### src/rtl/binomial_smooth_2d_assert.svh
// ---------------------------------------------------------------------------
// Assertion macros for binomial_smooth_2d
// Clocked on clk, disabled while rst_n is low.
// ---------------------------------------------------------------------------
`ifndef BINOMIAL_SMOOTH_2D_ASSERT_SVH
`define BINOMIAL_SMOOTH_2D_ASSERT_SVH

// same-cycle implication
`define BSM2D_ASSERT_IMPLY(lbl, ante, cons, msg) \
    lbl: assert property (@(posedge clk) disable iff (!rst_n) (ante) |-> (cons)) \
        else $error(msg);

// next-cycle implication
`define BSM2D_ASSERT_NEXT(lbl, ante, cons, msg) \
    lbl: assert property (@(posedge clk) disable iff (!rst_n) (ante) |=> (cons)) \
        else $error(msg);

`endif

### src/rtl/bsm2d_pkg.sv
// ---------------------------------------------------------------------------
// bsm2d_pkg
// Shared constants and types of the separable 3x3 binomial smoothing block.
// ---------------------------------------------------------------------------
package bsm2d_pkg;

    localparam int MAX_WIDTH     = 1024;
    localparam int SAMPLE_BITS   = 16;
    localparam int COL_BITS      = $clog2(MAX_WIDTH);
    localparam int WIDTH_BITS    = 11;
    localparam int HEIGHT_BITS   = 16;
    localparam int ROW_BITS      = SAMPLE_BITS + 2;
    localparam int OUT_BITS      = SAMPLE_BITS + 4;
    localparam int IN_TDATA_BITS = ((SAMPLE_BITS + 7) / 8) * 8;
    localparam int OUT_TDATA_BITS = ((OUT_BITS + 7) / 8) * 8;

    // configuration port
    localparam int PADDR_BITS = 3;
    localparam int PDATA_BITS = 32;
    localparam logic [WIDTH_BITS-1:0]  WIDTH_RESET  = WIDTH_BITS'(1024);
    localparam logic [HEIGHT_BITS-1:0] HEIGHT_RESET = HEIGHT_BITS'(1024);

    // queue between front and back
    localparam int QUEUE_DEPTH = 8;
    localparam int QPTR_BITS   = $clog2(QUEUE_DEPTH);
    localparam int QCNT_BITS   = QPTR_BITS + 1;
    localparam int FILL_BITS   = QCNT_BITS + 1;
    localparam int MAX_PUSH    = 2;
    localparam int PUSH_BITS   = 2;

    typedef enum logic
    {
        REG_WIDTH  = 1'b0,
        REG_HEIGHT = 1'b1
    } reg_idx_t;

    typedef enum logic
    {
        REQ_SAMPLE = 1'b0,
        REQ_DRAIN  = 1'b1
    } req_type_t;

    typedef logic signed [SAMPLE_BITS-1:0] sample_t;

    // one column of the 3x3 window: row above, middle row, row below
    typedef struct packed
    {
        sample_t top;
        sample_t mid;
        sample_t bot;
    } column_t;

    // one queued result: left, middle and right columns
    typedef struct packed
    {
        column_t lf;
        column_t md;
        column_t rt;
        logic    last;
    } qentry_t;

    // effective frame geometry and restart strobe
    typedef struct packed
    {
        logic [WIDTH_BITS-1:0]  width;
        logic [HEIGHT_BITS-1:0] height;
        logic                   width_lt3;
        logic                   height_lt3;
        logic                   height_ge2;
        logic                   restart;
    } cfg_t;

endpackage

### src/rtl/bsm2d_queue.sv
// ---------------------------------------------------------------------------
// bsm2d_queue
// Small FIFO of pending results; takes up to two entries and gives one a cycle when popped.
// ---------------------------------------------------------------------------
module bsm2d_queue
    import bsm2d_pkg::*;
(
    input  logic                 clk,
    input  logic                 rst_n,
    input  logic [PUSH_BITS-1:0] push_n,
    input  qentry_t              push0,
    input  qentry_t              push1,
    input  logic                 pop,
    output qentry_t              head,
    output logic [QCNT_BITS-1:0] count
);

    qentry_t              entries_reg [QUEUE_DEPTH];
    logic [QPTR_BITS-1:0] wr_ptr_reg;
    logic [QPTR_BITS-1:0] rd_ptr_reg;
    logic [QCNT_BITS-1:0] count_reg;
    logic [QPTR_BITS-1:0] wr_ptr_p1;

    assign wr_ptr_p1 = wr_ptr_reg + QPTR_BITS'(1);
    assign head      = entries_reg[rd_ptr_reg];
    assign count     = count_reg;

    // storage
    always_ff @(posedge clk)
    begin
        if (push_n != '0)
            entries_reg[wr_ptr_reg] <= push0;
        if (push_n == PUSH_BITS'(2))
            entries_reg[wr_ptr_p1] <= push1;
    end

    // pointers and fill level
    always_ff @(posedge clk or negedge rst_n)
    begin
        if (!rst_n)
        begin
            wr_ptr_reg <= '0;
            rd_ptr_reg <= '0;
            count_reg  <= '0;
        end
        else
        begin
            wr_ptr_reg <= wr_ptr_reg + QPTR_BITS'(push_n);
            if (pop)
                rd_ptr_reg <= rd_ptr_reg + QPTR_BITS'(1);
            count_reg <= count_reg + QCNT_BITS'(push_n) - QCNT_BITS'(pop);
        end
    end

endmodule

### config.mk
export PLATFORM = sky130hd
export DESIGN_NAME = bsm2d_queue
export DESIGN_NICKNAME = d
export VERILOG_FILES = /design/src/rtl/binomial_smooth_2d_assert.svh /design/src/rtl/bsm2d_pkg.sv /design/src/rtl/bsm2d_queue.sv
export SDC_FILE = /design/constraint.sdc
export NUM_CORES = 2
export LEC_CHECK = 0
export ABC_AREA = 1
export ABC_CLOCK_PERIOD_IN_PS = 12010
export BUFFER_PORTS_ARGS = -buffer_cell sky130_fd_sc_hd__buf_2
export CORE_ASPECT_RATIO = 1.1
export CORE_MARGIN = 3
export CORE_UTILIZATION = 30
export DETAILED_ROUTE_END_ITERATION = 16
export GPL_TIMING_DRIVEN = 0
export HOLD_SLACK_MARGIN = 0.02
export PLACE_DENSITY = 0.51
export REMOVE_ABC_BUFFERS = 1
export SYNTH_ARGS = -nofsm -noshare
export SYNTH_HDL_FRONTEND = slang
export SYNTH_SLANG_ARGS = --single-unit
### constraint.sdc
create_clock -name clk -period 12.01 [get_ports clk]
set_clock_uncertainty 0.1 [all_clocks]
set_input_delay 0.6005 -clock clk [delete_from_list [all_inputs] [get_ports clk]]
set_output_delay 0.6005 -clock clk [all_outputs]
set_load 0.02 [all_outputs]
# Word level (Yosys, flattened, before mapping)
# Memory sizes are Yosys's and may differ from the RTL's.
# Index checks and enable logic that the tools add are counted.
[word_totals] ff_bits=10 ram_bits=1160 memories=1
[memory_table] memory="entries_reg" depth=8 width=145 read_ports=1 rd_ports_with_merged_regs=0 wr=2 line_no="bsm2d_queue.sv:18" rtl="qentry_t entries_reg [QUEUE_DEPTH];"
[classes] addsub=5 eq_ne=1 mux=4 reduce_logical=1
[ops] op="$add A3 B1 Y3 const B" n=2
[ops] op="$add A4 B2 Y4" n=1
[ops] op="$mux W1" n=4
[ops] op="$sub A4 B1 Y4" n=1
[ops] op="$add A3 B2 Y3" n=1
[ops] op="$eq A2 B2 Y1 const B" n=1
[ops] op="$reduce_bool A2 Y1" n=1

# Depth between registers and ports, before layout
[depth] word_depth=3 mapped_depth=10 mapped_depth_nobuf=7

# Least setup slack after synthesis
# Ideal clock, no wire load.
[synth_path] path_kind="input to register" start="in push_n[0]" end="mem entries_reg[3][0] (netlist bit), enable pin" arrival_time_ps=10928 required_ps=11061 setup_slack_ps=132 cell_stages=4 path_buffers=0 cell_sequence="inv_1 -> nand2_1 -> nand2_1 -> o21ai_0"
[synth_lines] item="from (decl)" line_no="bsm2d_queue.sv:10" rtl="input logic [PUSH_BITS-1:0] push_n,"
[synth_lines] item="to (decl)" line_no="bsm2d_queue.sv:18"

==> reports/results.tsv <==
stage	metric	value	unit
global_route	initial antenna violation count	68	
cells_and_area	commonest non-fill, non-tap cell in the layout	nand2_1	
sta	Final Cycle Share	42.82	%
global_route	Most Crowded Layer GR	met2	
cells_and_area	Largest register FFs	1160	
setup_path	crit path kind	reg2reg	
sta	highest clock rate	0.1944	GHz
setup_path	Critical Path End Type	flip-flop	
drt	vias per cell	5.111	
place	DP HPWL	155100	um
global_route	Congestion Overflow GR	0	
setup_path	Worst EP required	12400	ps
floorplanning	die height	515.1	um
sta	slew margin rel.	35.43	%
place	RePlAce Congestion	0.7223	
setup_path	CP max-delay cell	nand3_4	
cts	clk slew on worst S/H paths	60	ps
sta	fin. max-slew vios	0	
power_and_ir_drop	worst-case vdd ir drop	0.3371	mV
synth	Yosys Warn Count	0	
global_route	met3 Usage GRT	3.637	%
power_and_ir_drop	Pwr Density	274.0	mW/mm^2
cts	CTS root buf	clkbuf_16	
sta	hold slack	117.6	ps
synth	Synth Area per Inst	7.542	sq um
min_path	hold_sp	push0[103]	
cts	clock sinks	1170	
setup_path	most used cell, CP	buf_16	
floorplanning	row cnt	186	
synth	EDFF count, synth	1160	
global_route	pin count of the biggest net entering global routing	145	
sta	Tmin final	5143	ps
floorplanning	Die Width	468.8	um
cells_and_area	commonest non-fill, non-tap cells in the layout	nand2_1, inv_1, nand4_1, edfxtp_1, nand3_1	
global_route	Overall Global Routing Usage	21.84	%
synth	Synth Instances	9374	
setup_path	critical path peak fanout	102	
synth	Synth cell types	21	
setup_path	cells along the critical path	ha_4, buf_16, buf_16, inv_8, nand3_4, buf_16, buf_16, o21ai_4, buf_12, buf_16, buf_12, buf_16, buf_16	
setup_path	crit path from	wr_ptr_reg[0]	
synth	flops & latches, synth	1170	
cells_and_area	Fillers	23810	
floorplanning	Initial Util	30.23	%
sta	Least-Margin Pin Slew	968.6	ps
synth	mapped cell area	0.07069	sq mm
cells_and_area	share of cells above drive strength 1	9.305	%
cts	clock buffer depth	3	
drt	routed length per instance	21.54	um
cts	H-tree depth	4	
floorplanning	Die ar.	0.2415	sq mm
sta	Final setup violation count	0	
synth	main flop type after synthesis	edfxtp_1	
global_route	vias in the first global route	61140	
place	Port Buffers	443	
floorplanning	core area	0.2339	sq mm
place	DP Area	0.07723	sq mm
floorplanning	I/O pin count	444	
global_route	first-pass GRT wire length	397100	um
global_route	met2 Track Usage GR	36.72	%
synth	Synth async-reset ratio	0.8547	%
drt	ANT nets after route	0	
cells_and_area	post-route cell area	0.08344	sq mm
global_route	GR Util met1	27.88	%
cells_and_area	nets	9598	
drt	DRC	0	
status	status	finished clean	
sta	TNS Setup	0	ps
setup_path	reg2reg start	wr_ptr_reg[0]	
power_and_ir_drop	leakage power	39.93	nW
cts	total CTS buffers	146	
drt	vias after detailed routing	64170	
setup_path	Setup crit start kind	flip-flop	
drt	DRT iter0 DRCs	5608	
sta	Fin. Hold Viols	0	
synth	sequential area share after synthesis	49.63	%
min_path	Hold Path Class	in2reg	
setup_path	Worst path max stage delay	630	ps
sta	RSZ-0062 raised after global routing	no	
cells_and_area	Layout area overhead	18.03	%
setup_path	Critical Path AT	5540	ps
drt	WL final	270400	um
cts	CTS tree	done	
job	max_cap viols	0	
cts	Clk Latency, worst-skew pair	810	ps
cts	Post-CTS Setup Bufs	0	
drt	Initial DRT Pass Iterations	6	
final cells by class:
cell class / instances / area (sq um) / share of cell area [%]
Timing Repair Buffer: 798 / 8728 / 10.46
Multi-Input combinational cell: 5999 / 26560 / 31.83
Tap cell: 3102 / 3881 / 4.652
Sequential cell: 1170 / 35090 / 42.06
Clock buffer: 190 / 3933 / 4.713
Inverter: 1178 / 4452 / 5.335
Clock inverter: 69 / 675.6 / 0.8097
Antenna cell: 48 / 120.1 / 0.1440
critical path, delay by kind of cell (launching register included):
| family | cells | cell delay, ps |
|---|---|---|
| AND/OR/NAND/NOR | 1 | 630 |
| adder cells (fa/ha/maj) | 1 | 420 |
| AO/OA/AOI/OAI | 1 | 260 |
| flip-flops | 1 | 480 |
| buffers and inverters | 10 | 2720 |
repair_timing:
item,4_1_cts,5_1_grt
hold buffers,148,0
endpoints found under the hold margin,1032,0
resized for setup,0,0
report_power, final:
| group | internal [mW] | total [mW] | switching, mW |
|---|---|---|---|
| sequential | 5.97 | 6.30 | 0.332 |
| clock | 2.52 | 4.36 | 1.84 |
| combinational | 3.17 | 12.2 | 9.02 |
synthesized netlist by cell type, types with 2 or more instances:
library cell | number | area, sq um
fa_1 | 2 | 40.04
edfxtp_1 | 1160 | 34830
buf_2 | 514 | 2572
nand2_2 | 3 | 18.77
ha_1 | 8 | 100.1
nand2_1 | 4219 | 15840
clkbuf_2 | 139 | 695.7
nand4_1 | 1160 | 7257
nor2_4 | 2 | 22.52
buf_4 | 41 | 307.8
buf_6 | 5 | 56.30
inv_2 | 5 | 18.77
buf_1 | 92 | 345.3
dfrtp_1 | 10 | 250.2
clkbuf_1 | 236 | 885.9
o21ai_0 | 9 | 45.04
nand3_1 | 589 | 2948
xor2_1 | 5 | 43.79
inv_1 | 1173 | 4403
path summary, 6_finish.rpt:
path | to | slack (ps) | cells after the start
worst max register to register | entries_reg[1][133] | 6870 | 13
worst max-delay path | entries_reg[1][133] | 6870 | 13
worst min-delay path | entries_reg[4][103] | 120 | 3
max in group asynchronous | rd_ptr_reg[0] | 10730 | 3
worst min register to register | count[3] | 510 | 2
min in group asynchronous | rd_ptr_reg[2] | 710 | 3
metal layers:
metal / part of all wire, % / wire length [um] / vias to the layer above
met5: 0.074 / 201 / -
met2: 48 / 129500 / 2487
li1: - / - / 30190
met1: 41 / 112200 / 30870
met3: 7.1 / 19290 / 586
met4: 3.4 / 9306 / 34
stage by stage:
step                utilization, %  power, mW  cells  worst slack [ps]
floorplan                        -      13.33   8347            -25800
global placement             30.75      16.94  11890           -130810
detailed placement           33.02      18.58  12100              6786
CTS                          35.62      23.03  12510              6753
global route                 35.65      24.20  12530              6653
finish                       35.68      22.86  12550              6867
kinds of logic (layout without fill, tap and decap cells):
logic type	after synthesis	count (layout)	share of synthesized area, %
AND/OR/NAND/NOR	5973	5973	36.89
buffers and inverters	2205	2235	13.13
flip-flops	1170	1170	49.63
adder cells (fa/ha/maj)	10	10	0.1982
AO/OA/AOI/OAI	10	10	0.07078
XOR/XNOR	6	6	0.07433
other	0	48	0
(Power assumes the default switching activity.)
