$ cat src/rtl/binomial_smooth_2d_assert.svh
// ---------------------------------------------------------------------------
// Assertion macros for binomial_smooth_2d
// Clocked on clk, disabled while rst_n is low.
// ---------------------------------------------------------------------------
`ifndef BINOMIAL_SMOOTH_2D_ASSERT_SVH
`define BINOMIAL_SMOOTH_2D_ASSERT_SVH

// same-cycle implication
`define BSM2D_ASSERT_IMPLY(lbl, ante, cons, msg) \
    lbl: assert property (@(posedge clk) disable iff (!rst_n) (ante) |-> (cons)) \
        else $error(msg);

// next-cycle implication
`define BSM2D_ASSERT_NEXT(lbl, ante, cons, msg) \
    lbl: assert property (@(posedge clk) disable iff (!rst_n) (ante) |=> (cons)) \
        else $error(msg);

`endif

$ cat src/rtl/bsm2d_pkg.sv
// ---------------------------------------------------------------------------
// bsm2d_pkg
// Shared constants and types of the separable 3x3 binomial smoothing block.
// ---------------------------------------------------------------------------
package bsm2d_pkg;

    localparam int MAX_WIDTH     = 1024;
    localparam int SAMPLE_BITS   = 16;
    localparam int COL_BITS      = $clog2(MAX_WIDTH);
    localparam int WIDTH_BITS    = 11;
    localparam int HEIGHT_BITS   = 16;
    localparam int ROW_BITS      = SAMPLE_BITS + 2;
    localparam int OUT_BITS      = SAMPLE_BITS + 4;
    localparam int IN_TDATA_BITS = ((SAMPLE_BITS + 7) / 8) * 8;
    localparam int OUT_TDATA_BITS = ((OUT_BITS + 7) / 8) * 8;

    // configuration port
    localparam int PADDR_BITS = 3;
    localparam int PDATA_BITS = 32;
    localparam logic [WIDTH_BITS-1:0]  WIDTH_RESET  = WIDTH_BITS'(1024);
    localparam logic [HEIGHT_BITS-1:0] HEIGHT_RESET = HEIGHT_BITS'(1024);

    // queue between front and back
    localparam int QUEUE_DEPTH = 8;
    localparam int QPTR_BITS   = $clog2(QUEUE_DEPTH);
    localparam int QCNT_BITS   = QPTR_BITS + 1;
    localparam int FILL_BITS   = QCNT_BITS + 1;
    localparam int MAX_PUSH    = 2;
    localparam int PUSH_BITS   = 2;

    typedef enum logic
    {
        REG_WIDTH  = 1'b0,
        REG_HEIGHT = 1'b1
    } reg_idx_t;

    typedef enum logic
    {
        REQ_SAMPLE = 1'b0,
        REQ_DRAIN  = 1'b1
    } req_type_t;

    typedef logic signed [SAMPLE_BITS-1:0] sample_t;

    // one column of the 3x3 window: row above, middle row, row below
    typedef struct packed
    {
        sample_t top;
        sample_t mid;
        sample_t bot;
    } column_t;

    // one queued result: left, middle and right columns
    typedef struct packed
    {
        column_t lf;
        column_t md;
        column_t rt;
        logic    last;
    } qentry_t;

    // effective frame geometry and restart strobe
    typedef struct packed
    {
        logic [WIDTH_BITS-1:0]  width;
        logic [HEIGHT_BITS-1:0] height;
        logic                   width_lt3;
        logic                   height_lt3;
        logic                   height_ge2;
        logic                   restart;
    } cfg_t;

endpackage

$ cat src/rtl/bsm2d_cfg.sv
// ---------------------------------------------------------------------------
// bsm2d_cfg
// APB register file for frame width and height; derives effective geometry.
// ---------------------------------------------------------------------------
module bsm2d_cfg
    import bsm2d_pkg::*;
(
    input  logic                  clk,
    input  logic                  rst_n,
    input  logic                  psel,
    input  logic                  penable,
    input  logic                  pwrite,
    input  logic [PADDR_BITS-1:0] paddr,
    input  logic [PDATA_BITS-1:0] pwdata,
    output logic [PDATA_BITS-1:0] prdata,
    output logic                  pready,
    output cfg_t                  cfg
);

    logic [WIDTH_BITS-1:0]  width_reg;
    logic [HEIGHT_BITS-1:0] height_reg;
    logic                   wr_en;
    reg_idx_t               idx;
    logic [WIDTH_BITS-1:0]  width_eff;
    logic [HEIGHT_BITS-1:0] height_eff;

    assign pready = 1'b1;
    assign wr_en  = psel & penable & pwrite & pready;
    assign idx    = reg_idx_t'(paddr[2]);

    // register writes
    always_ff @(posedge clk or negedge rst_n)
    begin
        if (!rst_n)
        begin
            width_reg  <= WIDTH_RESET;
            height_reg <= HEIGHT_RESET;
        end
        else if (wr_en)
        begin
            unique case (idx)
                REG_WIDTH:  width_reg  <= pwdata[WIDTH_BITS-1:0];
                REG_HEIGHT: height_reg <= pwdata[HEIGHT_BITS-1:0];
                default:    width_reg  <= width_reg;
            endcase
        end
    end

    // read mux
    always_comb
    begin
        unique case (idx)
            REG_WIDTH:  prdata = PDATA_BITS'(width_reg);
            REG_HEIGHT: prdata = PDATA_BITS'(height_reg);
            default:    prdata = '0;
        endcase
    end

    // clamp to the supported range
    always_comb
    begin
        priority if (width_reg == '0)
            width_eff = WIDTH_BITS'(1);
        else if (width_reg > WIDTH_BITS'(MAX_WIDTH))
            width_eff = WIDTH_BITS'(MAX_WIDTH);
        else
            width_eff = width_reg;
        height_eff = (height_reg == '0) ? HEIGHT_BITS'(1) : height_reg;
    end

    assign cfg.width      = width_eff;
    assign cfg.height     = height_eff;
    assign cfg.width_lt3  = width_eff < WIDTH_BITS'(3);
    assign cfg.height_lt3 = height_eff < HEIGHT_BITS'(3);
    assign cfg.height_ge2 = height_eff >= HEIGHT_BITS'(2);
    // any register write abandons the frame in progress
    assign cfg.restart    = wr_en;

endmodule

$ cat config.mk
export PLATFORM = sky130hd
export DESIGN_NAME = bsm2d_cfg
export DESIGN_NICKNAME = d
export VERILOG_FILES = /design/src/rtl/binomial_smooth_2d_assert.svh /design/src/rtl/bsm2d_pkg.sv /design/src/rtl/bsm2d_cfg.sv
export SDC_FILE = /design/constraint.sdc
export NUM_CORES = 1
export LEC_CHECK = 0
export BUFFER_PORTS_ARGS = -buffer_cell sky130_fd_sc_hd__clkbuf_2
export CELL_PAD_IN_SITES_DETAIL_PLACEMENT = 0
export CELL_PAD_IN_SITES_GLOBAL_PLACEMENT = 1
export CORE_MARGIN = 2
export CORE_UTILIZATION = 29
export CTS_BUF_LIST = sky130_fd_sc_hd__clkbuf_4 sky130_fd_sc_hd__clkbuf_8
export DETAILED_ROUTE_END_ITERATION = 16
export GPL_TIMING_DRIVEN = 0
export PLACE_DENSITY = 0.79
export SKIP_LAST_GASP = 1
export SLEW_MARGIN = 20
export SYNTH_ARGS = -nofsm -noshare
export SYNTH_HDL_FRONTEND = slang
export SYNTH_SLANG_ARGS = --single-unit
$ cat constraint.sdc
create_clock -name clk -period 1.1 [get_ports clk]
set_clock_uncertainty 0.05 [all_clocks]
set_input_delay 0.055 -clock clk [delete_from_list [all_inputs] [get_ports clk]]
set_output_delay 0.055 -clock clk [all_outputs]
set_load 0.03 [all_outputs]
---- Yosys cells after proc, flatten, opt, wreduce, memory -nomap -nowiden ----
Index checks and enable logic that the tools add are counted.
word-level totals
  bits in registers ....................... 27
  logic and storage cells ................. 17
cells by class
  reduce and logical (&&, ||, !) cells .... 4
  muxes and demuxes ....................... 4
  $lt $le $gt $ge ......................... 4
  bitwise gates (word level) .............. 3
operator list
  cell                                                                                  count
  32-bit one-hot mux with 2 select lines                                                1
  11-bit two-way mux                                                                    2
  16-bit by 2-bit greater-or-equal comparator with 1-bit output, second input constant  1
  16-bit logical NOT                                                                    1
  16-bit by 2-bit less-than comparator with 1-bit output, second input constant         1
  16-bit two-way mux                                                                    1
  11-bit greater-than comparator, second input constant                                 1
  11-bit logical NOT                                                                    1
  11-bit by 2-bit less-than comparator with 1-bit output, second input constant         1
  2-bit AND reduction                                                                   2
  1-bit AND                                                                             2
  1-bit inverter                                                                        1

---- Depth between registers and ports, before layout ----
  word-level depth ........................ 4
  mapped depth ............................ 4

---- Worst setup path after synthesis ----
No wires, ideal clock.
  kind .................................... flip-flop to output port
  start point ............................. register height_reg[8]
  end point ............................... output cfg[2] in the netlist's numbering
  data required time ...................... 0.995 ns
  cell stages (with the launch flop) ...... 4
  arrival time ............................ 1.289 ns
  slack ................................... -0.294 ns
  buffers on the path ..................... 0
  path through ............................ dfrtp_1 > nor4_1 > nand4_1 > a21oi_1
RTL lines
  what                      line             source
  start: declaration        bsm2d_cfg.sv:21  logic [HEIGHT_BITS-1:0] height_reg;
  start signal: assignment  bsm2d_cfg.sv:43  REG_HEIGHT: height_reg <= pwdata[HEIGHT_BITS-1:0];
  end: declaration          bsm2d_cfg.sv:17  output cfg_t cfg

==> flow_summary.toml <==
[routing]
ant_nets = 0
first_pass_iters = 3
wirelength_microns = 4649
route.detailed.drc = 0
drt_iter0_drc = 14
wl_per_cell_microns = 13.63
viasPerCell = 4.053
dr_total_vias = 1382

[finish]
n_fill_cell = 466
regArea_sq_um = 690.7
layout.nets = 310
diodes = 0
layout-drive-gt1-share_pct = 73.23
multiInputGateArea_sq_um = 927.1
final_util_pct = 57.29
synthToLayoutAreaGrowth_pct = 91.30
largest_register_ffs = 16

[synth]
ys_types = 26
seq_area_frac_synth_pct = 41.37
synth_most_common_cell = "dfrtp_1"
synth_xor_area_share_pct = 0
synthMuxAreaShare_pct = 30.00
synth_top_cell_by_area = "dfrtp_1"
syn_inst = 139
synth_compound_area_share_pct = 1.756
synthTopCellsByArea = "dfrtp_1, mux2_4, mux2_2"
ys.flop_type = "dfrtp_1"
synth_area_sq_mm = 0.001639
ys_ff_latch = 27
synth_fa_ha_area_share_pct = 0
synth_top_family_by_area = "multiplexers"
synth-edff-count = 0
yosys_warnings = 0
synth_common_cells = "dfrtp_1, mux2_4, buf_4"
avgSynthCellArea_sq_um = 11.79
postSynth.asyncResetShare_pct = 100.0
synthSimpleGateAreaFrac_pct = 11.15
synth_top_area_share_pct = 38.17

[clock_tree]
cts-root-buf = "clkbuf_8"
clk_pin_slew_ns = 0.11
cts_sinks = 27
cts_buffers = 3
insertion_delay_ns = 0.27
cts_max_level = 1
cts_buffer_depth = 2
cts_tree = "yes"

[power]
power_leakage_nw = 1.572
finalPower_mw = 5.370
powerDensity_mw_per_mm2 = 1712
ir_drop_mv = 0.8185

[critical_path]
worstSetupPathType = "flip-flop to primary output"
critPathLaunch = "height_reg[13]"
required_ns = 1.00
reg2reg_depth = 4
regToRegStartpoint = "height_reg[8]"
crit_fanout = 3
path_cells = "nor4_4, nand4_1, buf_4, or2_4, buf_8"
arrival_ns = 1.68
critical_path.slowest_cell = "dfrtp_1"
startpoint_type = "flip-flop"
end_kind = "primary output"
cpPeakStageDelay_ns = 0.43

[global_route]
gr-total-overflow = 0
grt_max_degree = 28
grt_pass1_wl_microns = 6734
grt_use_total_pct = 13.90
first_global_vias = 1327
grt_antenna_before_repair = 0

[die]
rows = 27
die-area_sq_mm = 0.006269
die_y_microns = 79.18
die_w_microns = 79.18
io_pins = 104
start_util_pct = 29.95
core_region_area_sq_mm = 0.005473

[timing]
fmax_mhz = 561.2
fin_ws_ns = -0.6818
fin_crit_ns = 1.782
hold_viol = 0
fin_crit_sh_pct = 162.0
maxSlewViolCount = 0
worst_pin_slew_ns = 0.7047
finalSetupViolCount = 42
final.setup.tns_ns = -8.786
rsz0062_at_grt = "true"
slew_headroom_pct = 53.02

[hold_path]
hold_class = "input port to flip-flop"
min_from = "paddr[2]"
hold_depth = 3

[placement]
place_congestion = 0.7194
io_buffers = 67
post-dp-hpwl_microns = 3039

[run_status]
outcome = "finished with violations"
violations = "setup timing"

[flow_run]
maxCapViolCount = 0
==> logic make-up after synthesis <==
kind of cell           Yosys count
AOI/OAI and AO/OA                5
buffers and inverters           40
DFF                             27
and+or+nand+nor                 28
muxes                           37
other                            2
==> cell usage in the layout (no fill, tap or decap), drive strengths merged <==
cell type | synthesis | layout
buf | 22 | 84
clkbuf | 17 | 52
mux2 | 37 | 37
dfrtp | 25 | 25
conb | 2 | 17
dlygate4sd3 | 0 | 17
nor2b | 8 | 8
nor4 | 5 | 5
and2 | 5 | 5
nor2 | 3 | 3
and3 | 2 | 2
dfstp | 2 | 2
nand2 | 2 | 2
a21oi | 2 | 2
nand4 | 1 | 1
o21bai | 1 | 1
inv | 1 | 1
o21ai | 1 | 1
a31oi | 1 | 1
or2 | 1 | 1
nand2b | 1 | 1
clkinv | 0 | 1
==> worst paths after layout <==
path	slack [ns]	endpoint
setup reg to reg	-0.11	height_reg[8]
hold reg to reg	0.53	height_reg[7]
setup / recovery	-0.68	cfg[1]
max in group asynchronous	0.20	height_reg[1]
min in group asynchronous	0.29	height_reg[14]
hold / removal	0.19	height_reg[15]
==> layer usage <==
layer	global-route usage, %	up-vias	wire length (microns)
met2	24.41	39	2428
met3	1.818	2	206
met1	18.19	660	1997
met4	3.103	0	17
li1	-	681	-
met5	0	-	0
==> worst max-delay path: cells and delay by family, from the launching register on <==
| kind | cells | cell delay, ns |
|---|---|---|
| DFF | 1 | 0.43 |
| buffers and inverters | 2 | 0.30 |
| and+or+nand+nor | 3 | 0.67 |
==> area by class of cell <==
class / count / area share (%)
flip-flops and latches: 27 / 22.03
multi-input cells: 87 / 29.57
clock inverters: 1 / 0.1596
plain buffers: 37 / 8.220
repair buffers: 113 / 35.71
clock buffers: 3 / 1.317
inverters: 1 / 0.1197
well taps: 72 / 2.873
==> repair_timing <==
| item | in CTS | in global routing |
|---|---|---|
| hold endpoints to repair | 52 | 0 |
| setup buffers | 16 | 13 |
| cloned | 1 | 0 |
| endpoints found under the setup margin | 38 | 49 |
| pin swaps | 8 | 6 |
| hold buffers | 17 | 0 |
| resized for setup | 88 | 88 |
==> through the flow <==
step                cell area [sq um]  worst slack, ns  hold slack (ns)  std cells
global route                     3136          -0.7470           0.2065        341
finish                           3136          -0.6818           0.1906        341
global placement                 2148          -0.6147          0.06849        293
CTS                              2848          -0.6901           0.1911        331
floorplan                        1723          -0.1660          -0.2906        154
detailed placement               2148          -0.6024          0.08467        293
==> report_power, final <==
part / leakage (nW) / switching (mW) / internal [mW] / total, mW
registers: 0.310 / 0.315 / 1.24 / 1.56
logic: 1.24 / 1.45 / 1.78 / 3.22
clock network: 0.0255 / 0.336 / 0.254 / 0.590
Note: power is estimated with default switching activity, not from simulation.
