[config.mk]
export PLATFORM = sky130hd
export DESIGN_NAME = bsm2d_back
export DESIGN_NICKNAME = d
export VERILOG_FILES = /design/src/rtl/binomial_smooth_2d_assert.svh /design/src/rtl/bsm2d_pkg.sv /design/src/rtl/bsm2d_back.sv
export SDC_FILE = /design/constraint.sdc
export NUM_CORES = 1
export LEC_CHECK = 0
export BUFFER_PORTS_ARGS = -buffer_cell sky130_fd_sc_hd__clkbuf_2
export CAP_MARGIN = 20
export CELL_PAD_IN_SITES_DETAIL_PLACEMENT = 1
export CELL_PAD_IN_SITES_GLOBAL_PLACEMENT = 1
export CORE_MARGIN = 8
export CORE_UTILIZATION = 45
export DETAILED_ROUTE_END_ITERATION = 10
export GPL_ROUTABILITY_DRIVEN = 0
export HOLD_SLACK_MARGIN = 0.06
export PLACE_DENSITY_LB_ADDON = 0.1
export RECOVER_POWER = 100
export REMOVE_ABC_BUFFERS = 1
export SLEW_MARGIN = 10
export SYNTH_ARGS = -nofsm -noshare
export SYNTH_HDL_FRONTEND = slang
export SYNTH_SLANG_ARGS = --single-unit
export TNS_END_PERCENT = 100
[constraint.sdc]
create_clock -name clk -period 5.6 [get_ports clk]
set_input_delay 1.12 -clock clk [delete_from_list [all_inputs] [get_ports clk]]
set_output_delay 1.12 -clock clk [all_outputs]
set_load 0.02 [all_outputs]
[src/rtl/binomial_smooth_2d_assert.svh]
// ---------------------------------------------------------------------------
// Assertion macros for binomial_smooth_2d
// Clocked on clk, disabled while rst_n is low.
// ---------------------------------------------------------------------------
`ifndef BINOMIAL_SMOOTH_2D_ASSERT_SVH
`define BINOMIAL_SMOOTH_2D_ASSERT_SVH

// same-cycle implication
`define BSM2D_ASSERT_IMPLY(lbl, ante, cons, msg) \
    lbl: assert property (@(posedge clk) disable iff (!rst_n) (ante) |-> (cons)) \
        else $error(msg);

// next-cycle implication
`define BSM2D_ASSERT_NEXT(lbl, ante, cons, msg) \
    lbl: assert property (@(posedge clk) disable iff (!rst_n) (ante) |=> (cons)) \
        else $error(msg);

`endif

[src/rtl/bsm2d_pkg.sv]
// ---------------------------------------------------------------------------
// bsm2d_pkg
// Shared constants and types of the separable 3x3 binomial smoothing block.
// ---------------------------------------------------------------------------
package bsm2d_pkg;

    localparam int MAX_WIDTH     = 1024;
    localparam int SAMPLE_BITS   = 16;
    localparam int COL_BITS      = $clog2(MAX_WIDTH);
    localparam int WIDTH_BITS    = 11;
    localparam int HEIGHT_BITS   = 16;
    localparam int ROW_BITS      = SAMPLE_BITS + 2;
    localparam int OUT_BITS      = SAMPLE_BITS + 4;
    localparam int IN_TDATA_BITS = ((SAMPLE_BITS + 7) / 8) * 8;
    localparam int OUT_TDATA_BITS = ((OUT_BITS + 7) / 8) * 8;

    // configuration port
    localparam int PADDR_BITS = 3;
    localparam int PDATA_BITS = 32;
    localparam logic [WIDTH_BITS-1:0]  WIDTH_RESET  = WIDTH_BITS'(1024);
    localparam logic [HEIGHT_BITS-1:0] HEIGHT_RESET = HEIGHT_BITS'(1024);

    // queue between front and back
    localparam int QUEUE_DEPTH = 8;
    localparam int QPTR_BITS   = $clog2(QUEUE_DEPTH);
    localparam int QCNT_BITS   = QPTR_BITS + 1;
    localparam int FILL_BITS   = QCNT_BITS + 1;
    localparam int MAX_PUSH    = 2;
    localparam int PUSH_BITS   = 2;

    typedef enum logic
    {
        REG_WIDTH  = 1'b0,
        REG_HEIGHT = 1'b1
    } reg_idx_t;

    typedef enum logic
    {
        REQ_SAMPLE = 1'b0,
        REQ_DRAIN  = 1'b1
    } req_type_t;

    typedef logic signed [SAMPLE_BITS-1:0] sample_t;

    // one column of the 3x3 window: row above, middle row, row below
    typedef struct packed
    {
        sample_t top;
        sample_t mid;
        sample_t bot;
    } column_t;

    // one queued result: left, middle and right columns
    typedef struct packed
    {
        column_t lf;
        column_t md;
        column_t rt;
        logic    last;
    } qentry_t;

    // effective frame geometry and restart strobe
    typedef struct packed
    {
        logic [WIDTH_BITS-1:0]  width;
        logic [HEIGHT_BITS-1:0] height;
        logic                   width_lt3;
        logic                   height_lt3;
        logic                   height_ge2;
        logic                   restart;
    } cfg_t;

endpackage

[src/rtl/bsm2d_back.sv]
// ---------------------------------------------------------------------------
// bsm2d_back
// Row pass, then column pass, then the output register of the result stream.
// ---------------------------------------------------------------------------
module bsm2d_back
    import bsm2d_pkg::*;
(
    input  logic                       clk,
    input  logic                       rst_n,
    input  cfg_t                       cfg,
    input  logic                       in_valid,
    output logic                       in_ready,
    input  qentry_t                    in_entry,
    output logic                       out_valid,
    input  logic                       out_ready,
    output logic signed [OUT_BITS-1:0] out_value,
    output logic                       out_last
);

    // [1,2,1] along a row, or x4 when the row is too short
    function automatic logic signed [ROW_BITS-1:0] row_sum(
        sample_t l, sample_t m, sample_t r, logic short_dim);
        logic signed [ROW_BITS-1:0] le;
        logic signed [ROW_BITS-1:0] me;
        logic signed [ROW_BITS-1:0] re;
        le = ROW_BITS'(l);
        me = ROW_BITS'(m);
        re = ROW_BITS'(r);
        return short_dim ? (me <<< 2) : (le + (me <<< 1) + re);
    endfunction

    // [1,2,1] along a column, or x4 when the frame is too short
    function automatic logic signed [OUT_BITS-1:0] col_sum(
        logic signed [ROW_BITS-1:0] t, logic signed [ROW_BITS-1:0] m,
        logic signed [ROW_BITS-1:0] b, logic short_dim);
        logic signed [OUT_BITS-1:0] te;
        logic signed [OUT_BITS-1:0] me;
        logic signed [OUT_BITS-1:0] be;
        te = OUT_BITS'(t);
        me = OUT_BITS'(m);
        be = OUT_BITS'(b);
        return short_dim ? (me <<< 2) : (te + (me <<< 1) + be);
    endfunction

    logic                       b1_valid_reg;
    logic signed [ROW_BITS-1:0] b1_top_reg;
    logic signed [ROW_BITS-1:0] b1_mid_reg;
    logic signed [ROW_BITS-1:0] b1_bot_reg;
    logic                       b1_last_reg;
    logic                       out_valid_reg;
    logic signed [OUT_BITS-1:0] out_value_reg;
    logic                       out_last_reg;
    logic                       out_free;

    assign out_free  = ~out_valid_reg | out_ready;
    assign in_ready  = ~b1_valid_reg | out_free;
    assign out_valid = out_valid_reg;
    assign out_value = out_value_reg;
    assign out_last  = out_last_reg;

    // valid flags
    always_ff @(posedge clk or negedge rst_n)
    begin
        if (!rst_n)
        begin
            b1_valid_reg  <= 1'b0;
            out_valid_reg <= 1'b0;
        end
        else
        begin
            if (in_ready)
                b1_valid_reg <= in_valid;
            if (out_free)
                out_valid_reg <= b1_valid_reg;
        end
    end

    // row pass on the three window rows
    always_ff @(posedge clk)
    begin
        if (in_ready && in_valid)
        begin
            b1_top_reg  <= row_sum(in_entry.lf.top, in_entry.md.top, in_entry.rt.top,
                                   cfg.width_lt3);
            b1_mid_reg  <= row_sum(in_entry.lf.mid, in_entry.md.mid, in_entry.rt.mid,
                                   cfg.width_lt3);
            b1_bot_reg  <= row_sum(in_entry.lf.bot, in_entry.md.bot, in_entry.rt.bot,
                                   cfg.width_lt3);
            b1_last_reg <= in_entry.last;
        end
    end

    // column pass into the output register
    always_ff @(posedge clk)
    begin
        if (out_free && b1_valid_reg)
        begin
            out_value_reg <= col_sum(b1_top_reg, b1_mid_reg, b1_bot_reg, cfg.height_lt3);
            out_last_reg  <= b1_last_reg;
        end
    end

endmodule

---- After elaboration in Yosys (flattened, before gate mapping) ----
Index checks and enable logic that the tools add are counted.
word-level totals
  register bits after elaboration ......... 78
  latch bits .............................. 0
  RAM bits ................................ 0
  memory bits (read-only) ................. 0
  bits of input ports ..................... 180
  output and inout bits ................... 23
  logic and storage cells ................. 30
  memories ................................ 0
operators by class
  add/sub/neg operators ................... 8
  $mul .................................... 0
  divide/modulo/power cells ............... 0
  $lt $le $gt $ge ......................... 0
  eq/ne operators ......................... 0
  shift-type cells ........................ 0
  multiplexer cells ....................... 4
  bitwise gates (word level) .............. 4
  reduce and logical (&&, ||, !) cells .... 2
operators with widths
  cell                 number
  $add A16 B17 Y18     3
  $add A18 B16 Y18     3
  $mux W18             3
  $add A18 B19 Y20     1
  $add A20 B18 Y20     1
  $mux W20             1
  $logic_and A1 B1 Y1  2
  $not A1 Y1           2
  $or A1 B1 Y1         2

---- Depth between registers and ports, before layout ----
Gate-level depths: netlist (run 1).
  word-level depth ........................ 4
  gate-level depth with buffers ........... 10
  depth with buffers taken out ............ 10

---- Worst setup path before layout (run 1) ----
Ideal clock, no wire load.
  kind .................................... input to register
  from .................................... input port in_entry[34] (netlist name)
  to ...................................... register b1_top_reg[15], data pin
  library setup time ...................... 0.260 ns
  data arrival time ....................... 3.354 ns
  data required time ...................... 5.340 ns
  setup slack ............................. 1.986 ns
  cell stages on the path ................. 9
  path buffers ............................ 0
  cell sequence ........................... fa_1 > ha_1 > fa_1 > a211oi_2 > o211ai_1 > a41oi_2 > a21oi_1 > xor2_1 > mux2_2
on the way
  cells in the longest elaborated chain, start to end .. 2
RTL lines
  what                    RTL line          RTL
  start: declaration      bsm2d_back.sv:13  input qentry_t in_entry,
  $add A18 B16 Y18        bsm2d_back.sv:29  return short_dim ? (me <<< 2) : (le + (me <<< 1) + re);
  $mux W18                bsm2d_back.sv:29
  end signal: assignment  bsm2d_back.sv:83  b1_top_reg <= row_sum(in_entry.lf.top, in_entry.md.top, in_entry.rt.top,
  end: declaration        bsm2d_back.sv:46  logic signed [ROW_BITS-1:0] b1_top_reg;
Every way passes these cells.
A chain may end at the register's enable or synchronous reset.

---- Final worst setup path (run 1) ----
  from .................................... input port cfg[3] (netlist name)
  to ...................................... register b1_mid_reg[17], data pin
on the way
  cells in the longest elaborated chain, start to end .. 1
RTL lines
  what                    RTL line          RTL
  start: declaration      bsm2d_back.sv:10  input cfg_t cfg,
  $mux W18                bsm2d_back.sv:29
  end signal: assignment  bsm2d_back.sv:85  b1_mid_reg <= row_sum(in_entry.lf.mid, in_entry.md.mid, in_entry.rt.mid,
  end: declaration        bsm2d_back.sv:47  logic signed [ROW_BITS-1:0] b1_mid_reg;
Every way passes these cells.

==> flow_summary.ini, run 1 <==
[status]
status = finished, violations left
violations = capacitance limit, slew limit

[cts]
cts-hold-fix-buffers = 0
cts_buffer_depth = 2
h-tree-depth = 3
cts.sinks = 78
clock_latency_ns = 0.35
clockRootBuffer = clkbuf_16
cts_inserted_buffers = 9
cts_resized = 0
post_cts.repair.setup_buffers = 0
path_clk_slew_ns = 0.07
cts_tree = built

[drt]
totalWireLength_mm = 21.07
drt_first_pass_iters = 4
vias = 6376
wl_per_cell_microns = 18.78
viasPerCell = 5.683
antenna_left = 0
drt_iter0_markers = 290
drc_errors = 0

[floorplan]
num_rows = 48
core_sq_um = 17000
ioPinCount = 203
die_w_microns = 146.8
start_util = 0.4527
die_y_microns = 146.8
dieArea_sq_um = 21540

[timing]
skew_ns = 0.01159
setup_violations = 0
relSlewSlack = -1.100
slew_violations = 101
tns_ns = 0
hold_viol_final = 0
post-route-min-period_ns = 3.918
finalCritPeriodShare = 0.6996
tightest_slew_ns = 3.150
fmax_ghz = 0.2553
rsz0062_at_grt = false

[worst_setup_path]
path_max_fanout = 44
worstReg2RegEnd = out_value[19]
cp.required_ns = 5.79
r2r-start = b1_top_reg[1]
critical_path_class = input port to flip-flop
endpoint_kind = flip-flop
reg2reg_depth = 10
cp-start-kind = input port
r2r_setup_slack_ns = 1.79
crit_arrival_ns = 4.11

[grt]
antenna_found_initial = 0
grt_pass1_vias = 7294
grtUsageTotal = 0.2028
grt_first_pass_wirelength_mm = 35.72
overflow = 0
grt_max_degree = 56

[min_path]
min_path_type = flip-flop to flip-flop
hold_start = b1_last_reg
hold_end = out_last
hold_depth = 0

[cells_and_area]
regArea_sq_um = 2332
stdcell_area_sq_um = 8980
syn_to_final_growth_pct = 16.70
layout.nets = 1211
n_fill_cell = 1964
largest_register_ffs = 20
fin_util = 0.5283
multi_input_comb_area_sq_um = 5162
drive_gt1_frac = 0.1998

[logic_synthesis]
async_flop_share = 0.02564
yosysWarnings = 0
synthFlopType = edfxtp_1
syn_avg_cell_area_sq_um = 10.63
yosysSeqAreaShare = 0.3031
synthesis.instances = 724
synth_cell_types = 66
synth.cell_area_sq_um = 7695
ys_ff_latch = 78
synth_edf_count = 76

[power]
leakage_uw = 0.003786
power.density_nw_per_um2 = 341.9
peakVddDrop_v = 0.0001972

[placement]
port-buffer-count = 173
place_area_sq_um = 8782
hpwl_mm = 17.56

[flow_run]
cap_viol_max_count = 2
[synthesized netlist by cell type (2+ instances only)]
| master | instances | area share |
|---|---|---|
| a2111oi_2 | 2 | 0.0039 |
| a211o_1 | 2 | 0.0023 |
| a211oi_1 | 13 | 0.013 |
| a211oi_2 | 4 | 0.0065 |
| a21boi_0 | 2 | 0.0020 |
| a21o_1 | 20 | 0.020 |
| a21oi_1 | 49 | 0.032 |
| a21oi_2 | 2 | 0.0023 |
| a221o_1 | 2 | 0.0026 |
| a221oi_1 | 2 | 0.0023 |
| a311oi_2 | 2 | 0.0039 |
| a31oi_1 | 5 | 0.0041 |
| and2_1 | 5 | 0.0041 |
| and3_1 | 9 | 0.0073 |
| and4_1 | 5 | 0.0057 |
| clkbuf_1 | 18 | 0.0088 |
| dfrtp_1 | 2 | 0.0065 |
| edfxtp_1 | 76 | 0.30 |
| fa_1 | 70 | 0.18 |
| ha_1 | 70 | 0.11 |
| inv_1 | 19 | 0.0093 |
| mux2_2 | 9 | 0.013 |
| nand2_1 | 75 | 0.037 |
| nand2b_1 | 6 | 0.0049 |
| nand3_1 | 12 | 0.0078 |
| nand4_1 | 5 | 0.0041 |
| nor2_1 | 23 | 0.011 |
| nor2b_1 | 13 | 0.011 |
| nor3_1 | 5 | 0.0033 |
| nor4_1 | 2 | 0.0016 |
| o2111ai_1 | 2 | 0.0023 |
| o211ai_1 | 9 | 0.0088 |
| o21a_1 | 7 | 0.0068 |
| o21ai_0 | 78 | 0.051 |
| o21ai_1 | 9 | 0.0059 |
| o21bai_1 | 6 | 0.0059 |
| o31ai_1 | 2 | 0.0020 |
| xnor2_1 | 25 | 0.028 |
| xor2_1 | 30 | 0.034 |
[power by group]
| part | leakage (uW) | internal, uW | switching (uW) |
|---|---|---|---|
| sequential | 0.000758 | 794 | 56.5 |
| combinational | 0.00289 | 691 | 962 |
| clock | 0.000135 | 309 | 257 |
| total | 0.00379 | 1790 | 1280 |
[how the worst max path moves through the flow]
stage	start	endpoint	slack [ns]	depth (start not counted)
final	cfg[3]	b1_mid_reg[17]	1.68	6
after global routing	out_ready	b1_top_reg[9]	1.42	4
after CTS	in_entry[2]	b1_bot_reg[17]	1.87	10
after detailed placement	in_entry[2]	b1_bot_reg[17]	1.54	10
after global placement	in_entry[2]	b1_bot_reg[17]	1.56	10
after floorplan	in_entry[34]	b1_top_reg[15]	1.99	9
[per-layer routing]
metal  GRT usage  part of all wire  vias up
li1            -                 -     3025
met1      0.2373              0.42     3174
met2      0.3721              0.53      146
met3     0.04491             0.041       31
met4     0.04070             0.016        0
met5           0                 0        -
[metrics by stage]
stage	hold WS [ns]	total power (uW)	cells	setup slack, ns
3_5_place_dp	0.4115	2544	1105	1.536
5_1_grt	0.4432	3332	1121	1.417
6_report	0.4250	3070	1122	1.682
4_1_cts	0.4283	3132	1121	1.871
3_3_place_gp	0.4075	2469	1105	1.564
2_1_floorplan	0.4003	2071	704	1.986
[critical path: stages]
cell      delay (ns)
clkbuf_1        0.11
clkbuf_1        1.34
inv_1           0.86
a31oi_1         0.35
o21ai_0         0.13
nor3_1          0.16
[area by class of cell]
class | instances | share of cell area
Clock buffer | 9 | 0.02508
Inverter | 19 | 0.007942
Timing Repair Buffer | 176 | 0.09391
Clock inverter | 7 | 0.006827
Antenna cell | 1 | 0.0002787
Tap cell | 225 | 0.03135
Sequential cell | 78 | 0.2597
Multi-Input combinational cell | 607 | 0.5749
[cells in the final DEF (no fill, tap or decap), types with 3 or more instances in the layout]
cell / Yosys / final
a211oi_1: 13 / 15
a21o_1: 20 / 20
a21oi_1: 49 / 51
a31oi_1: 5 / 5
and2_1: 5 / 3
and3_1: 9 / 9
and4_1: 5 / 5
clkbuf_1: 18 / 32
clkbuf_16: 0 / 9
clkbuf_2: 0 / 143
edfxtp_1: 76 / 76
fa_1: 70 / 70
ha_1: 70 / 70
inv_1: 19 / 19
inv_6: 0 / 4
mux2_2: 9 / 8
nand2_1: 75 / 75
nand2b_1: 6 / 6
nand3_1: 12 / 12
nand4_1: 5 / 5
nor2_1: 23 / 23
nor2b_1: 13 / 13
nor3_1: 5 / 5
o211ai_1: 9 / 9
o21a_1: 7 / 7
o21ai_0: 78 / 80
o21ai_1: 9 / 7
o21bai_1: 6 / 6
o31ai_1: 2 / 3
xnor2_1: 25 / 25
xor2_1: 30 / 30
[kinds of logic after synthesis]
family,share of synthesized area
adder cells (fa/ha/maj),0.2959
AO/OA/AOI/OAI,0.1971
XOR/XNOR,0.06260
multiplexers,0.01447
buffers and inverters,0.02016
AND/OR/NAND/NOR,0.1067
flip-flops,0.3031
Power figures use the tool's default switching activity.
==> run 2: changes to the inputs <==
--- a/config.mk
+++ b/config.mk
@@ -10,7 +10,7 @@
 export CELL_PAD_IN_SITES_DETAIL_PLACEMENT = 1
 export CELL_PAD_IN_SITES_GLOBAL_PLACEMENT = 1
 export CORE_MARGIN = 8
-export CORE_UTILIZATION = 45
+export CORE_UTILIZATION = 38
 export DETAILED_ROUTE_END_ITERATION = 10
 export GPL_ROUTABILITY_DRIVEN = 0
 export HOLD_SLACK_MARGIN = 0.06
==> constraint.sdc (replaced) <==
create_clock -name clk -period 3.43 [get_ports clk]
set_input_delay 0.686 -clock clk [delete_from_list [all_inputs] [get_ports clk]]
set_output_delay 0.686 -clock clk [all_outputs]
set_load 0.02 [all_outputs]
==> flow_summary.ini, run 2 (synthesis results as in run 1) <==
[status]
status = finished, violations left
violations = capacitance limit, slew limit

[placement]
hpwl_mm = 17.46
pre_cts_ws_ns = -0.1008
place_area_sq_um = 8926
port-buffer-count = 173

[floorplan]
ioPinCount = 203
start_util = 0.3840
die_w_microns = 158.3
num_rows = 52
dieArea_sq_um = 25060
die_y_microns = 158.3
core_sq_um = 20040

[cts]
path_clk_slew_ns = 0.06
cts.sinks = 78
cts_buffer_depth = 2
clockRootBuffer = clkbuf_16
cts_inserted_buffers = 9
clock_latency_ns = 0.34
h-tree-depth = 3
cts_tree = built
post_cts.repair.setup_buffers = 0

[drt]
viasPerCell = 5.304
drt_first_pass_iters = 4
vias = 6237
drc_errors = 0
wl_per_cell_microns = 17.86
totalWireLength_mm = 21.00
antenna_left = 0
drt_iter0_markers = 244

[power]
clkPwrFrac = 0.204
leakage_uw = 0.003844
pwr-share-comb = 0.529
p_switching_uw = 2091
seq_power_share = 0.268
power.density_nw_per_um2 = 566.3
p_int_uw = 3093
p_sw_frac = 0.4034
peakVddDrop_v = 0.0002557

[cells_and_area]
largest_register_ffs = 20
diodes = 0
final_common_cell = clkbuf_2
multi_input_comb_area_sq_um = 5179
stdcell_area_sq_um = 9156
drive_gt1_frac = 0.2064
layout_common_cells = clkbuf_2 (143), o21ai_0 (80), edfxtp_1 (76)
n_fill_cell = 2343
fin_util = 0.4569
regArea_sq_um = 2332
layout.nets = 1221
syn_to_final_growth_pct = 18.99

[worst_setup_path]
cp_slowest_stage_delay_ns = 0.48
path_max_fanout = 3
critical_path_class = input port to flip-flop
endpoint_kind = flip-flop
cp-start-kind = input port
worst_path_max_delay_cell = fa_1
worstPathCellList = clkbuf_1, fa_1, ha_1, fa_1, a211oi_1, o211ai_1, a31oi_1, buf_4, a21oi_1, xnor2_1, o21ai_0
cp.required_ns = 3.46
cpMostUsedCell = fa_1
crit_arrival_ns = 3.31

[timing]
timing.hold.ws_ns = 0.1114
tightest_slew_ns = 1.648
post-route-min-period_ns = 3.275
finalCritPeriodShare = 0.9547
slew_violations = 86
postLayoutSetupSlackWorst_ns = 0.1553
setup_violations = 0
rsz0062_at_grt = false
skew_ns = 0.006196
fmax_ghz = 0.3054
relSlewSlack = -0.09864
tns_ns = 0
hold_viol_final = 0

[min_path]
min_path_type = input port to async pin

[grt]
grt_pass1_vias = 6822
overflow = 0
grtUsageTotal = 0.1705
grt_first_pass_wirelength_mm = 33.74
grt_max_degree = 86
antenna_found_initial = 0

[flow_run]
cap_viol_max_count = 1
-- run 2: through the flow --
stage | total power, uW | cells
6_report | 5185 | 1176
5_1_grt | 5620 | 1176
3_3_place_gp | 4096 | 1160
4_1_cts | 5280 | 1176
3_5_place_dp | 4187 | 1160
2_1_floorplan | 3381 | 704
-- run 2: power by group through the flow --
stage / logic, uW / clock network, uW / registers [uW]
final: 2740 / 1060 / 1390
after global routing: 3100 / 1120 / 1410
after CTS: 2800 / 1080 / 1400
after floorplan: 1930 / 0 / 1450
after global placement: 2680 / 0 / 1410
after detailed placement: 2770 / 0 / 1420
-- run 2: worst max-delay path, delay by kind of cell --
kind                     cells  cell delay [ns]
adder cells (fa/ha/maj)      3             1.14
AO/OA/AOI/OAI                5             1.03
XOR/XNOR                     1             0.18
buffers and inverters        2             0.25
-- run 2: worst paths after layout --
kind,slack [ns],cells after the start,start,to
hold reg to reg,0.43,0,b1_last_reg,out_last
min in group clk,0.43,0,b1_last_reg,out_last
setup reg to reg,0.24,10,b1_top_reg[1],out_value[19]
setup / recovery,0.16,11,in_entry[2],b1_bot_reg[17]
hold / removal,0.11,1,rst_n,out_valid
max in group asynchronous,3.20,1,rst_n,b1_valid_reg
-- run 2: routing by layer --
layer,GRT usage,wire [microns],vias to the layer above
met5,0,0,-
met4,0.04760,369,0
met3,0.03556,1024,19
met2,0.2985,10600,123
met1,0.2082,9010,3054
li1,-,-,3041
-- run 2: cell type report --
cell class	instances	share of cell area
Clock inverter	7	0.01121
Tap cell	270	0.03690
Timing Repair Buffer	186	0.09921
Clock buffer	9	0.02460
Inverter	19	0.007789
Sequential cell	78	0.2547
Multi-Input combinational cell	607	0.5656
-- run 2: what timing repair did --
item / in CTS / in global routing
hold buffers: 0 / 0
gates resized for setup: 0 / 1
setup endpoints to repair: 0 / 1
